`src/sv/uqsd_pkg.sv`:
```
// Shared types, codes and helpers for the URL query splitter/decoder.
// Used by uqsd_front, uqsd_queue, uqsd_back and url_query_splitter_decoder.
package uqsd_pkg;

    localparam int QDEPTH_DEF = 4;

    localparam logic [7:0] CH_QUERY   = 8'h3F;
    localparam logic [7:0] CH_AMP     = 8'h26;
    localparam logic [7:0] CH_EQ      = 8'h3D;
    localparam logic [7:0] CH_PCT     = 8'h25;
    localparam logic [7:0] CH_PLUS    = 8'h2B;
    localparam logic [7:0] CH_SPACE   = 8'h20;
    localparam logic [7:0] CH_0       = 8'h30;
    localparam logic [7:0] CH_9       = 8'h39;
    localparam logic [7:0] CH_UA      = 8'h41;
    localparam logic [7:0] CH_UZ      = 8'h5A;
    localparam logic [7:0] CH_LA      = 8'h61;
    localparam logic [7:0] CH_LZ      = 8'h7A;
    localparam logic [5:0] LETTER_BASE = 6'd10;

    localparam logic [1:0] PART_PATH  = 2'd0;
    localparam logic [1:0] PART_KEY   = 2'd1;
    localparam logic [1:0] PART_VALUE = 2'd2;
    localparam logic [1:0] PART_NONE  = 2'd3;

    localparam logic [2:0] EV_BYTE    = 3'd0;
    localparam logic [2:0] EV_KEPT    = 3'd1;
    localparam logic [2:0] EV_DROPPED = 3'd2;
    localparam logic [2:0] EV_BAD     = 3'd3;
    localparam logic [2:0] EV_END     = 3'd4;

    // One command per transfer: up to three results, emitted slot 0, 1, 2.
    typedef struct packed {
        logic       byte_v;   // slot 0: data byte or bad escape
        logic       is_bad;
        logic [7:0] data;
        logic [1:0] part;
        logic       pair_v;   // slot 1: pair closed
        logic       kept;
        logic       end_v;    // slot 2: end of target
    } t_cmd;

    // {ok, value}: 0-9 -> 0..9, A-Z and a-z -> 10..35
    function automatic logic [6:0] digit_of(input logic [7:0] b);
        logic [7:0] d;
        d = 8'd0;
        if (b >= CH_0 && b <= CH_9) begin
            d = b - CH_0;
            return {1'b1, d[5:0]};
        end else if (b >= CH_UA && b <= CH_UZ) begin
            d = b - CH_UA;
            return {1'b1, d[5:0] + LETTER_BASE};
        end else if (b >= CH_LA && b <= CH_LZ) begin
            d = b - CH_LA;
            return {1'b1, d[5:0] + LETTER_BASE};
        end
        return 7'd0;
    endfunction

endpackage

```
`src/sv/uqsd_front.sv`:
```
// Front end: accepts target bytes, tracks path/key/value and escape state,
// and builds at most one result command per byte. Depends on uqsd_pkg.
module uqsd_front (
    input  logic            i_clk,
    input  logic            i_rst_n,
    input  logic            i_accept,
    input  logic [7:0]      i_target_byte,
    input  logic            i_is_last,
    output logic            o_push,
    output uqsd_pkg::t_cmd  o_cmd
);
    import uqsd_pkg::*;

    typedef enum logic [3:0] {
        PH_PATH      = 4'b0001,
        PH_KEY_EMPTY = 4'b0010,
        PH_VALUE     = 4'b0100,
        PH_KEY_BYTES = 4'b1000
    } t_phase;

    typedef enum logic [2:0] {
        ESC_NONE = 3'b001,
        ESC_HIGH = 3'b010,
        ESC_LOW  = 3'b100
    } t_esc;

    t_phase     r_phase, n_phase;
    t_esc       r_esc, n_esc;
    logic [5:0] r_high, n_high;
    logic       r_err, n_err;

    t_cmd       cmd;
    logic       bad;
    logic [6:0] dig;
    logic [7:0] esc_byte;

    function automatic logic [1:0] part_of(input t_phase ph);
        unique case (ph)
            PH_PATH:  return PART_PATH;
            PH_VALUE: return PART_VALUE;
            default:  return PART_KEY;
        endcase
    endfunction

    assign dig      = digit_of(i_target_byte);
    assign esc_byte = {r_high[3:0], 4'b0000} + {2'b00, dig[5:0]};

    always_comb begin
        n_phase = r_phase;
        n_esc   = r_esc;
        n_high  = r_high;
        n_err   = r_err;
        bad     = 1'b0;
        cmd     = '0;
        cmd.part  = PART_NONE;
        cmd.end_v = i_is_last;

        if (!r_err) begin
            if (r_phase == PH_PATH) begin
                if (i_target_byte == CH_QUERY) begin
                    n_phase = PH_KEY_EMPTY;
                end else begin
                    cmd.byte_v = 1'b1;
                    cmd.data   = i_target_byte;
                    cmd.part   = PART_PATH;
                end
            end else if (r_esc != ESC_NONE) begin
                if (!dig[6]) begin
                    bad = 1'b1;
                end else if (r_esc == ESC_HIGH) begin
                    if (i_is_last) begin
                        bad = 1'b1;
                    end else begin
                        n_high = dig[5:0];
                        n_esc  = ESC_LOW;
                    end
                end else begin
                    cmd.byte_v = 1'b1;
                    cmd.data   = esc_byte;
                    cmd.part   = part_of(r_phase);
                    n_esc      = ESC_NONE;
                    n_high     = 6'd0;
                end
            end else if (i_target_byte == CH_AMP) begin
                cmd.pair_v = (r_phase == PH_VALUE) || (r_phase == PH_KEY_BYTES);
                cmd.kept   = (r_phase == PH_VALUE);
                n_phase    = PH_KEY_EMPTY;
            end else if (i_target_byte == CH_EQ && r_phase != PH_VALUE) begin
                n_phase = PH_VALUE;
            end else if (i_target_byte == CH_PCT) begin
                if (r_phase == PH_KEY_EMPTY) n_phase = PH_KEY_BYTES;
                if (i_is_last) begin
                    bad = 1'b1;
                end else begin
                    n_esc = ESC_HIGH;
                end
            end else begin
                if (r_phase == PH_KEY_EMPTY) n_phase = PH_KEY_BYTES;
                cmd.byte_v = 1'b1;
                cmd.data   = (i_target_byte == CH_PLUS) ? CH_SPACE : i_target_byte;
                cmd.part   = part_of(n_phase);
            end

            if (bad) begin
                cmd.byte_v = 1'b1;
                cmd.is_bad = 1'b1;
                cmd.data   = 8'd0;
                cmd.part   = PART_NONE;
                n_err      = 1'b1;
                n_esc      = ESC_NONE;
                n_high     = 6'd0;
            end
        end

        if (i_is_last) begin
            if (!n_err && (n_phase == PH_VALUE || n_phase == PH_KEY_BYTES)) begin
                cmd.pair_v = 1'b1;
                cmd.kept   = (n_phase == PH_VALUE);
            end
            n_phase = PH_PATH;
            n_esc   = ESC_NONE;
            n_high  = 6'd0;
            n_err   = 1'b0;
        end
    end

    assign o_cmd  = cmd;
    assign o_push = i_accept && (cmd.byte_v || cmd.pair_v || cmd.end_v);

    always_ff @(posedge i_clk) begin
        if (!i_rst_n) begin
            r_phase <= PH_PATH;
            r_esc   <= ESC_NONE;
            r_high  <= 6'd0;
            r_err   <= 1'b0;
        end else if (i_accept) begin
            r_phase <= n_phase;
            r_esc   <= n_esc;
            r_high  <= n_high;
            r_err   <= n_err;
        end
    end

`ifndef SYNTH
    a_err_no_escape: assert property (@(posedge i_clk) disable iff (!i_rst_n)
        r_err |-> (r_esc == ESC_NONE && r_high == 6'd0))
        else $error("escape pending while in error");
    a_path_no_escape: assert property (@(posedge i_clk) disable iff (!i_rst_n)
        (r_phase == PH_PATH) |-> (r_esc == ESC_NONE))
        else $error("escape pending in path phase");
    a_last_resets: assert property (@(posedge i_clk) disable iff (!i_rst_n)
        (i_accept && i_is_last) |=> (r_phase == PH_PATH && !r_err))
        else $error("state not cleared after end of target");
`endif

endmodule

```
`src/sv/uqsd_queue.sv`:
```
// Short command queue between front and back end.
// Depends on uqsd_pkg for the command type.
module uqsd_queue #(
    parameter int DEPTH = uqsd_pkg::QDEPTH_DEF
) (
    input  logic            i_clk,
    input  logic            i_rst_n,
    input  logic            i_push,
    input  uqsd_pkg::t_cmd  i_cmd,
    input  logic            i_pop,
    output uqsd_pkg::t_cmd  o_head,
    output logic            o_empty,
    output logic            o_full
);
    import uqsd_pkg::*;

    localparam int PTR_W = (DEPTH > 1) ? $clog2(DEPTH) : 1;
    localparam int CNT_W = $clog2(DEPTH + 1);

    t_cmd             r_mem [DEPTH];
    logic [PTR_W-1:0] r_wr, r_rd;
    logic [CNT_W-1:0] r_cnt;
    logic             push, pop;

    assign o_empty = (r_cnt == CNT_W'(0));
    assign o_full  = (r_cnt == CNT_W'(DEPTH));
    assign push    = i_push && !o_full;
    assign pop     = i_pop && !o_empty;
    assign o_head  = r_mem[r_rd];

    always_ff @(posedge i_clk) begin
        if (push) r_mem[r_wr] <= i_cmd;
    end

    always_ff @(posedge i_clk) begin
        if (!i_rst_n) begin
            r_wr  <= '0;
            r_rd  <= '0;
            r_cnt <= '0;
        end else begin
            if (push) r_wr <= (r_wr == PTR_W'(DEPTH - 1)) ? '0 : r_wr + PTR_W'(1);
            if (pop)  r_rd <= (r_rd == PTR_W'(DEPTH - 1)) ? '0 : r_rd + PTR_W'(1);
            if (push && !pop)      r_cnt <= r_cnt + CNT_W'(1);
            else if (pop && !push) r_cnt <= r_cnt - CNT_W'(1);
        end
    end

`ifndef SYNTH
    a_no_push_full: assert property (@(posedge i_clk) disable iff (!i_rst_n)
        o_full |-> !i_push)
        else $error("push into full queue");
    a_no_pop_empty: assert property (@(posedge i_clk) disable iff (!i_rst_n)
        o_empty |-> !i_pop)
        else $error("pop from empty queue");
    a_cnt_range: assert property (@(posedge i_clk) disable iff (!i_rst_n)
        r_cnt <= CNT_W'(DEPTH))
        else $error("queue count out of range");
`endif

endmodule

```
`src/sv/uqsd_back.sv`:
```
// Back end: serializes each queued command into result transfers through
// a registered output stage. Depends on uqsd_pkg.
module uqsd_back (
    input  logic            i_clk,
    input  logic            i_rst_n,
    input  uqsd_pkg::t_cmd  i_head,
    input  logic            i_empty,
    output logic            o_pop,
    output logic            o_valid,
    input  logic            i_stall,
    output logic [7:0]      o_data_byte,
    output logic [1:0]      o_part,
    output logic [2:0]      o_event_res,
    output logic            o_final_res
);
    import uqsd_pkg::*;

    logic [2:0] r_done;
    logic       r_valid;
    logic [7:0] r_data;
    logic [1:0] r_part;
    logic [2:0] r_ev;
    logic       r_final;

    logic [2:0] hv, pend, sel, rest;
    logic       load, last_one;
    logic [7:0] s_data;
    logic [1:0] s_part;
    logic [2:0] s_ev;

    assign hv   = {i_head.end_v, i_head.pair_v, i_head.byte_v};
    assign pend = hv & ~r_done;
    assign sel  = pend[0] ? 3'b001 : (pend[1] ? 3'b010 : 3'b100);
    assign rest = pend & ~sel;
    assign last_one = (rest == 3'b000);
    assign load = !i_empty && (!r_valid || !i_stall);
    assign o_pop = load && last_one;

    always_comb begin
        s_data = 8'd0;
        s_part = PART_NONE;
        s_ev   = EV_END;
        if (sel[0]) begin
            if (i_head.is_bad) begin
                s_ev = EV_BAD;
            end else begin
                s_ev   = EV_BYTE;
                s_data = i_head.data;
                s_part = i_head.part;
            end
        end else if (sel[1]) begin
            s_ev = i_head.kept ? EV_KEPT : EV_DROPPED;
        end
    end

    always_ff @(posedge i_clk) begin
        if (!i_rst_n) begin
            r_valid <= 1'b0;
            r_done  <= 3'b000;
        end else begin
            if (load) begin
                r_valid <= 1'b1;
                r_done  <= last_one ? 3'b000 : (r_done | sel);
            end else if (!i_stall) begin
                r_valid <= 1'b0;
            end
        end
    end

    always_ff @(posedge i_clk) begin
        if (load) begin
            r_data  <= s_data;
            r_part  <= s_part;
            r_ev    <= s_ev;
            r_final <= last_one;
        end
    end

    assign o_valid     = r_valid;
    assign o_data_byte = r_data;
    assign o_part      = r_part;
    assign o_event_res = r_ev;
    assign o_final_res = r_final;

`ifndef SYNTH
    a_end_is_final: assert property (@(posedge i_clk) disable iff (!i_rst_n)
        (r_valid && r_ev == EV_END) |-> r_final)
        else $error("end of target not marked final");
    a_done_subset: assert property (@(posedge i_clk) disable iff (!i_rst_n)
        !i_empty |-> ((r_done & ~hv) == 3'b000))
        else $error("done mask outside command");
    a_pending: assert property (@(posedge i_clk) disable iff (!i_rst_n)
        !i_empty |-> (pend != 3'b000))
        else $error("queued command with nothing to send");
`endif

endmodule

```
`src/sv/url_query_splitter_decoder.sv`:
```
// Request target splitter and query decoder. One target byte is taken per
// clock while the command queue (QDEPTH entries) has room; results leave one
// per clock while the output is not stalled, through a registered output; a
// result passes through a queue entry and then the output register. A byte
// gives up to three results (data or bad escape, pair event, end), and the
// single output port sets the sustained rate. Depends on uqsd_pkg.
module url_query_splitter_decoder #(
    parameter int QDEPTH = uqsd_pkg::QDEPTH_DEF
) (
    input  logic       i_clk,
    input  logic       i_rst_n,
    input  logic       i_valid,
    output logic       o_stall,
    input  logic [7:0] i_target_byte,
    input  logic       i_is_last,
    output logic       o_valid,
    input  logic       i_stall,
    output logic [7:0] o_data_byte,
    output logic [1:0] o_part,
    output logic [2:0] o_event_res,
    output logic       o_final_res
);
    import uqsd_pkg::*;

    t_cmd front_cmd, head_cmd;
    logic push, pop, q_empty, q_full, accept;

    assign o_stall = q_full;
    assign accept  = i_valid && !q_full;

    uqsd_front u_front (
        .i_clk         (i_clk),
        .i_rst_n       (i_rst_n),
        .i_accept      (accept),
        .i_target_byte (i_target_byte),
        .i_is_last     (i_is_last),
        .o_push        (push),
        .o_cmd         (front_cmd)
    );

    uqsd_queue #(.DEPTH(QDEPTH)) u_queue (
        .i_clk   (i_clk),
        .i_rst_n (i_rst_n),
        .i_push  (push),
        .i_cmd   (front_cmd),
        .i_pop   (pop),
        .o_head  (head_cmd),
        .o_empty (q_empty),
        .o_full  (q_full)
    );

    uqsd_back u_back (
        .i_clk       (i_clk),
        .i_rst_n     (i_rst_n),
        .i_head      (head_cmd),
        .i_empty     (q_empty),
        .o_pop       (pop),
        .o_valid     (o_valid),
        .i_stall     (i_stall),
        .o_data_byte (o_data_byte),
        .o_part      (o_part),
        .o_event_res (o_event_res),
        .o_final_res (o_final_res)
    );

endmodule

```
`config.mk`:
```
export PLATFORM = sky130hd
export DESIGN_NAME = url_query_splitter_decoder
export DESIGN_NICKNAME = d
export VERILOG_FILES = /design/src/sv/uqsd_pkg.sv /design/src/sv/uqsd_front.sv /design/src/sv/uqsd_queue.sv /design/src/sv/uqsd_back.sv /design/src/sv/url_query_splitter_decoder.sv
export SDC_FILE = /design/constraint.sdc
export NUM_CORES = 1
export LEC_CHECK = 0
export ABC_AREA = 1
export BUFFER_PORTS_ARGS = -buffer_cell sky130_fd_sc_hd__buf_4
export CAP_MARGIN = 20
export CORE_MARGIN = 2
export CORE_UTILIZATION = 45
export DETAILED_ROUTE_END_ITERATION = 16
export MAX_ROUTING_LAYER = met4
export PLACE_DENSITY = 0.65
export SYNTH_ARGS = -nofsm -noshare
export SYNTH_HDL_FRONTEND = slang
export SYNTH_SLANG_ARGS = --single-unit
```
`constraint.sdc`:
```
create_clock -name i_clk -period 2.85 [get_ports i_clk]
set_input_delay 0.57 -clock i_clk [delete_from_list [all_inputs] [get_ports i_clk]]
set_output_delay 0.57 -clock i_clk [all_outputs]
set_load 0.02 [all_outputs]
```
==> results.toml, run 1 <==
[outcome]
outcome = "complete, no violations"

[synthesis]
synth_area_leader_cell = "edfxtp_1"
ys_types = 46
synth_common_cells = "nand2_1 (89), nor2_1 (86), edfxtp_1 (74), inv_1 (55), o21ai_0 (42)"
seq_area_frac_synth_pct = 53.4
yosysWarnings = 0
syn-num-nets = 595
synth_edf_count = 74
synthMostInstantiatedCell = "nand2_1"
synthCells = 563
avgSynthCellArea_um2 = 9.06
async_reset_ff_share_pct = 0
synth.area.top_cells = "edfxtp_1 (44%), dfxtp_1 (9.8%), nand2_1 (6.6%)"
syn_area_mm2 = 0.00510
synth_top_area_share_pct = 43.6
synth-main-ff-cell = "edfxtp_1"
ys_ff_latch = 99

[setup_path]
rrSetupSlack_ns = 0.22
crit_path_end_kind = "flip-flop"
cpMostUsedCell = "buf_4"
cp_max_fo = 5
cp_cell_sequence = "buf_4 -> clkinvlp_4 -> nor3_1 -> buf_4 -> o21ai_0 -> xor2_1 -> or2_2 -> nand3_1 -> nand2_2 -> fa_1 -> nor2_1 -> o21ai_0 -> a21oi_1 -> buf_4"
reg2regPathDepth = 17
start_kind = "primary input"
required_ns = 2.94
reg2reg_from = "u_front.r_phase[3]"
crit_family = "simple AND/OR/NAND/NOR gates"
worstReg2RegEnd = "u_queue.r_cnt[1]"
worst_path_largest_cell_delay_ns = 0.52
cp_slowest_cell = "fa_1"
cp.arrival_ns = 2.79
critPathKind = "in -> reg"
critPathBufInv = 4

[timing]
fmax_mhz = 370
worst_pin_slew_ns = 0.429
finalHoldViolations = 0
final-max-slew-violation-count = 0
period_minus_slack_ns = 2.70
fin_crit_sh_pct = 94.9
setup_ws_ns = 0.147
slew_headroom_pct = 71.1
setup_viol = 0
fin_worst_skew_ns = 0.0137

[power_and_ir_drop]
cellLeakagePower_nw = 2.59
fin_total_pwr_mw = 4.76
ir_drop_v = 0.000468
p_per_area_mw_per_mm2 = 753

[floorplan]
num_rows = 38
initial_core_util_pct = 46.6
ioPinCount = 29
die-width_um = 110
core-area_mm2 = 0.0109
die_h_um = 110
dieArea_mm2 = 0.0122

[hold_path]
min_to = "u_back.r_done[2]"
min-delay-path-class = "reg -> reg"
min_from = "u_back.r_done[2]"
holdPathStages = 2

[clock_network]
cts_tree = "yes"
clkTransAtPathRegs_ns = 0.07
cts_num_sinks = 99
clock_path_buffers = 2
clkLatencyLatePin_ns = 0.35
cts_buffers = 9
cts_root_buf = "clkbuf_16"
cts_htree_levels = 3

[route]
wl_met2_um = 5360
dr.pass1.iters = 4
finalWirelength_um = 11600
avgViaCountPerCell = 5.11
met1Wirelength_um = 5570
wire_per_inst_um = 14.5
top_layer_used = "met4"
vias = 4094
first_iter_violations = 294
ant_nets = 0
drc = 0
wl_met3_um = 522

[layout]
antennaDiodeCount = 0
final_nets = 688
regArea_mm2 = 0.00273
utilization_pct = 57.8
multi_input_area_mm2 = 0.00213
fin_area_mm2 = 0.00633
drive_gt1_share_pct = 26.2
fillerInstances = 957
syn_to_final_growth_pct = 24.1

[grt]
grt_usage_pct = 20.2
grt_overflow = 0
grt_pass1_vias = 4003
antenna_found_initial = 0
grt_max_degree = 20
grt_pass1_wl_um = 19500

[placed_design]
io_buffers = 28
dp_worst_setup_slack_ns = -0.285
gp_congestion = 0.941
dp_hpwl_um = 8650
placed_area_mm2 = 0.00596

[run]
drv_cap = 0
## sequential cells by signal, indices dropped and copies added (netlist names), named ones only
signal,cells
u_back.o_data_byte,8
u_back.o_event_res,3
u_back.o_final_res,1
u_back.o_part,2
u_back.o_valid,1
u_back.r_done,3
u_front.r_err,1
u_front.r_esc,3
u_front.r_high,4
u_front.r_phase,4
u_queue.r_cnt,3
u_queue.r_mem,60
u_queue.r_rd,2
u_queue.r_wr,2
## metal layers
layer  track usage [%]  vias to the layer above
met1              27.9                     1905
met5                 -                        -
met2              30.8                       84
met4              5.92                        0
met3              3.40                       16
li1                  -                     2089
## worst min-delay path, delay by kind of cell (launching register included)
kind,cells,cell delay [ns]
flops,1,0.31
compound gates,1,0.03
simple gates,1,0.05
## logic make-up (layout without fill, tap and decap cells)
family	Yosys count	in the layout	share of synthesized area, %
and+or+nand+nor	248	248	22.7
DFF	99	99	53.4
adders and majority gates	19	19	4.96
xor gates and xnor gates	5	5	0.859
buffers and inverters	80	178	6.16
AOI/OAI and AO/OA	112	112	12.0
## per-stage QoR
stage	instances	TNS [ns]	hold slack [ns]
floorplan	563	0	0.411
global placement	781	-2.54	0.427
detailed placement	781	-2.95	0.433
CTS	797	0	0.445
global route	801	-0.00925	0.475
finish	801	0	0.443
## power by group
| part | internal, mW | total [mW] | switching [mW] |
|---|---|---|---|
| Clock | 0.601 | 1.14 | 0.537 |
| Sequential | 1.88 | 1.98 | 0.105 |
| Combinational | 0.613 | 1.64 | 1.03 |
| Total | 3.09 | 4.76 | 1.67 |
## area by class of cell
class	instances	area share, %
clock inverter	6	0.732
sequential	99	43.1
multi-input combinational	384	33.6
tap	140	2.77
timing repair buffer	95	12.1
inverter	67	4.09
clock buffer	10	3.62
## placed cells by master (no fill, tap or decap), drive strengths merged, types with 4 or more instances in the layout
| master | instances |
|---|---|
| nand2 | 103 |
| buf | 95 |
| nor2 | 94 |
| edfxtp | 74 |
| inv | 67 |
| o21ai | 53 |
| a21oi | 39 |
| nand3 | 32 |
| dfxtp | 25 |
| ha | 17 |
| clkbuf | 10 |
| nor3 | 10 |
| o22ai | 5 |
| a31oi | 5 |
| xor2 | 4 |
| nand4 | 4 |
| clkinv | 4 |
## how the worst max path moves through the flow
stage | start | to | slack, ns | cells past startpoint
after CTS | i_target_byte[4] | u_queue.r_cnt[2] | 0.07 | 20
after detailed placement | i_target_byte[5] | u_queue.r_cnt[2] | -0.28 | 21
after floorplan | i_target_byte[4] | u_queue.r_cnt[2] | 0.02 | 21
final | i_target_byte[1] | u_queue.r_mem[3][10] | 0.15 | 14
after global placement | i_target_byte[5] | u_queue.r_cnt[2] | -0.25 | 21
after global routing | i_target_byte[4] | u_queue.r_cnt[2] | -0.009 | 22
## repair_timing
item / 4_1_cts / 5_1_grt
hold buffers: 0 / 0
buffers inserted: 0 / 4
gates resized for setup: 0 / 18
setup endpoints to repair: 0 / 14
(Power assumes the default switching activity.)
==> run 2: changes to the inputs <==
- GPL_ROUTABILITY_DRIVEN: default -> 1
- PLACE_DENSITY: 0.65 -> default
- PLACE_DENSITY_LB_ADDON: default -> 0.25
==> run 2 against run 1 <==
Net effect:
- sequential power about the same
- worst setup slack improved by 0.028 ns
- critical path depth increased by 5
- count of clock-buffer cells in the layout unchanged
- first-iteration DRC count decreased by 3.4%
- power decreased by 0.31%
- final cell count decreased by 0.87%
- fmax increased by 1.0%
- sequential share of layout area increased by 0.26 points
- final area decreased by 0.65%
- hold slack improved by 0.0043 ns
- register-to-register slack improved by 0.02 ns
- critical path type unchanged
- critical endpoint is now u_queue.r_cnt[1]
- largest cell class unchanged
==> results.toml, run 2 (synthesis gave the netlist of run 1 again) <==
[timing]
finalSetupTns_ns = 0
slew_headroom_pct = 71.6
worst_pin_slew_ns = 0.422
period_minus_slack_ns = 2.68
fin_crit_sh_pct = 93.9
fmax_mhz = 374
fin_worst_skew_ns = 0.0109
setup_viol = 0
finalHoldViolations = 0
setup_ws_ns = 0.174
final-max-slew-violation-count = 0

[power_and_ir_drop]
clockPowerShare_pct = 24.6
internal-power_mw = 3.10
ir_drop_v = 0.000412
cellLeakagePower_nw = 2.57
p_seq_share_pct = 41.6
fin_total_pwr_mw = 4.75
p_switching_mw = 1.65
pwr-share-comb_pct = 33.8
p_per_area_mw_per_mm2 = 755
switching_share_pct = 34.7

[floorplan]
die_h_um = 110
core-area_mm2 = 0.0109
initial_core_util_pct = 46.6
die-width_um = 110
ioPinCount = 29
num_rows = 38
dieArea_mm2 = 0.0122

[hold_path]
min-delay-path-class = "reg -> reg"
holdPathStages = 2
min_from = "u_back.r_done[2]"
min_to = "u_back.r_done[2]"

[route]
ant_nets = 0
dr.pass1.iters = 5
vias = 4054
wire_per_inst_um = 14.3
finalWirelength_um = 11400
avgViaCountPerCell = 5.11
drc = 0
first_iter_violations = 284

[setup_path]
reg2reg_from = "u_front.r_phase[3]"
start_kind = "primary input"
rrSetupSlack_ns = 0.24
worst_path_largest_cell_delay_ns = 0.44
cpMostUsedCell = "nand2_2"
cp_max_fo = 8
critPathBufInv = 4
worstReg2RegEnd = "u_queue.r_cnt[1]"
crit_family = "simple AND/OR/NAND/NOR gates"
crit_path_end_kind = "flip-flop"
required_ns = 3.08
crit_start = "i_target_byte[1]"
cp_slowest_cell = "fa_2"
reg2regPathDepth = 17
critPathKind = "in -> reg"
cp_cell_sequence = "buf_4 -> clkinvlp_4 -> ha_4 -> nor3b_2 -> nand2_1 -> nand3_1 -> nand2_2 -> nand3_4 -> nand2_2 -> nand2_2 -> nand2_2 -> nand4_4 -> nand2_2 -> inv_1 -> ha_1 -> inv_1 -> fa_2 -> o21ai_0 -> a21oi_1"
cp.arrival_ns = 2.91

[clock_network]
cts_htree_levels = 3
clkLatencyLatePin_ns = 0.34
cts_root_buf = "clkbuf_16"
clkTransAtPathRegs_ns = 0.07
cts_num_sinks = 99
ctsHoldBuffers = 0
cts_buffers = 9
cts_tree = "yes"
clock_path_buffers = 2

[placed_design]
dp_hpwl_um = 8430
dp_worst_setup_slack_ns = -0.307
gp_congestion = 0.910
io_buffers = 28

[grt]
grt_max_degree = 20
antenna_found_initial = 0
grt_usage_pct = 20.1
grt_overflow = 0
grt_pass1_vias = 4128
grt_pass1_wl_um = 19500

[layout]
final_nets = 681
syn_to_final_growth_pct = 23.3
largest_reg_flops = 60
fillerInstances = 969
drive_gt1_share_pct = 25.4
max_flop_register = "u_queue.r_mem"
final_cell_mix = "nand2_1 (88), nor2_1 (84), buf_4 (84)"
layout_commonest_cell = "nand2_1"
antennaDiodeCount = 0

[outcome]
outcome = "complete, no violations"

[run]
drv_cap = 0
[run 2: repair_timing]
item                                    in CTS  in global routing
endpoints found under the setup margin       0                 14
resized for setup                            0                 18
buffers inserted                             0                  2
[run 2: metrics by stage]
stage                     utilization (%)  cell area, um^2  hold WS (ns)  cells
after detailed placement             54.1             5920         0.442    776
after floorplan                         -             5110         0.411    563
after global routing                 57.5             6280         0.477    794
final                                57.5             6280         0.447    794
after global placement               54.1             5920         0.428    776
after CTS                            56.8             6210         0.452    792
[run 2: how the worst max path moves through the flow]
stage | endpoint | cells after the start
after detailed placement | u_queue.r_cnt[2] | 22
final | u_queue.r_cnt[1] | 19
after CTS | u_queue.r_cnt[2] | 22
after floorplan | u_queue.r_cnt[2] | 21
after global routing | u_queue.r_cnt[1] | 19
after global placement | u_queue.r_cnt[2] | 23
[run 2: power groups by stage]
stage | clock [mW] | combinational [mW] | sequential [mW]
final | 1.17 | 1.60 | 1.97
after global placement | 0 | 1.55 | 1.99
after CTS | 1.19 | 1.60 | 1.97
after global routing | 1.26 | 1.80 | 2.00
after floorplan | 0 | 0.871 | 2.12
after detailed placement | 0 | 1.59 | 2.00
[run 2: per-layer routing]
metal  global-route usage (%)  routed length (um)  share of wire (%)
met3                     3.18                 386                3.4
met2                     32.5                5540                 49
met4                     5.83                 123                1.1
met1                     26.4                5310                 47
met5                        -                   0                  0
[run 2: cell type report]
| type | instances | area, um^2 | area share (%) |
|---|---|---|---|
| repair buffers | 88 | 711 | 11.3 |
| well taps | 140 | 175 | 2.79 |
| clock buffers | 10 | 239 | 3.80 |
| multi-input cells | 384 | 2130 | 33.8 |
| inverters | 67 | 259 | 4.12 |
| clock inverters | 6 | 50.0 | 0.796 |
| flip-flops and latches | 99 | 2720 | 43.3 |
[run 2: tightest hold or removal path: cells and delay by family, from the launching register on]
kind | cells | cell delay, ns
flip-flops | 1 | 0.32
AND/OR/NAND/NOR | 1 | 0.05
AO/OA/AOI/OAI | 1 | 0.03
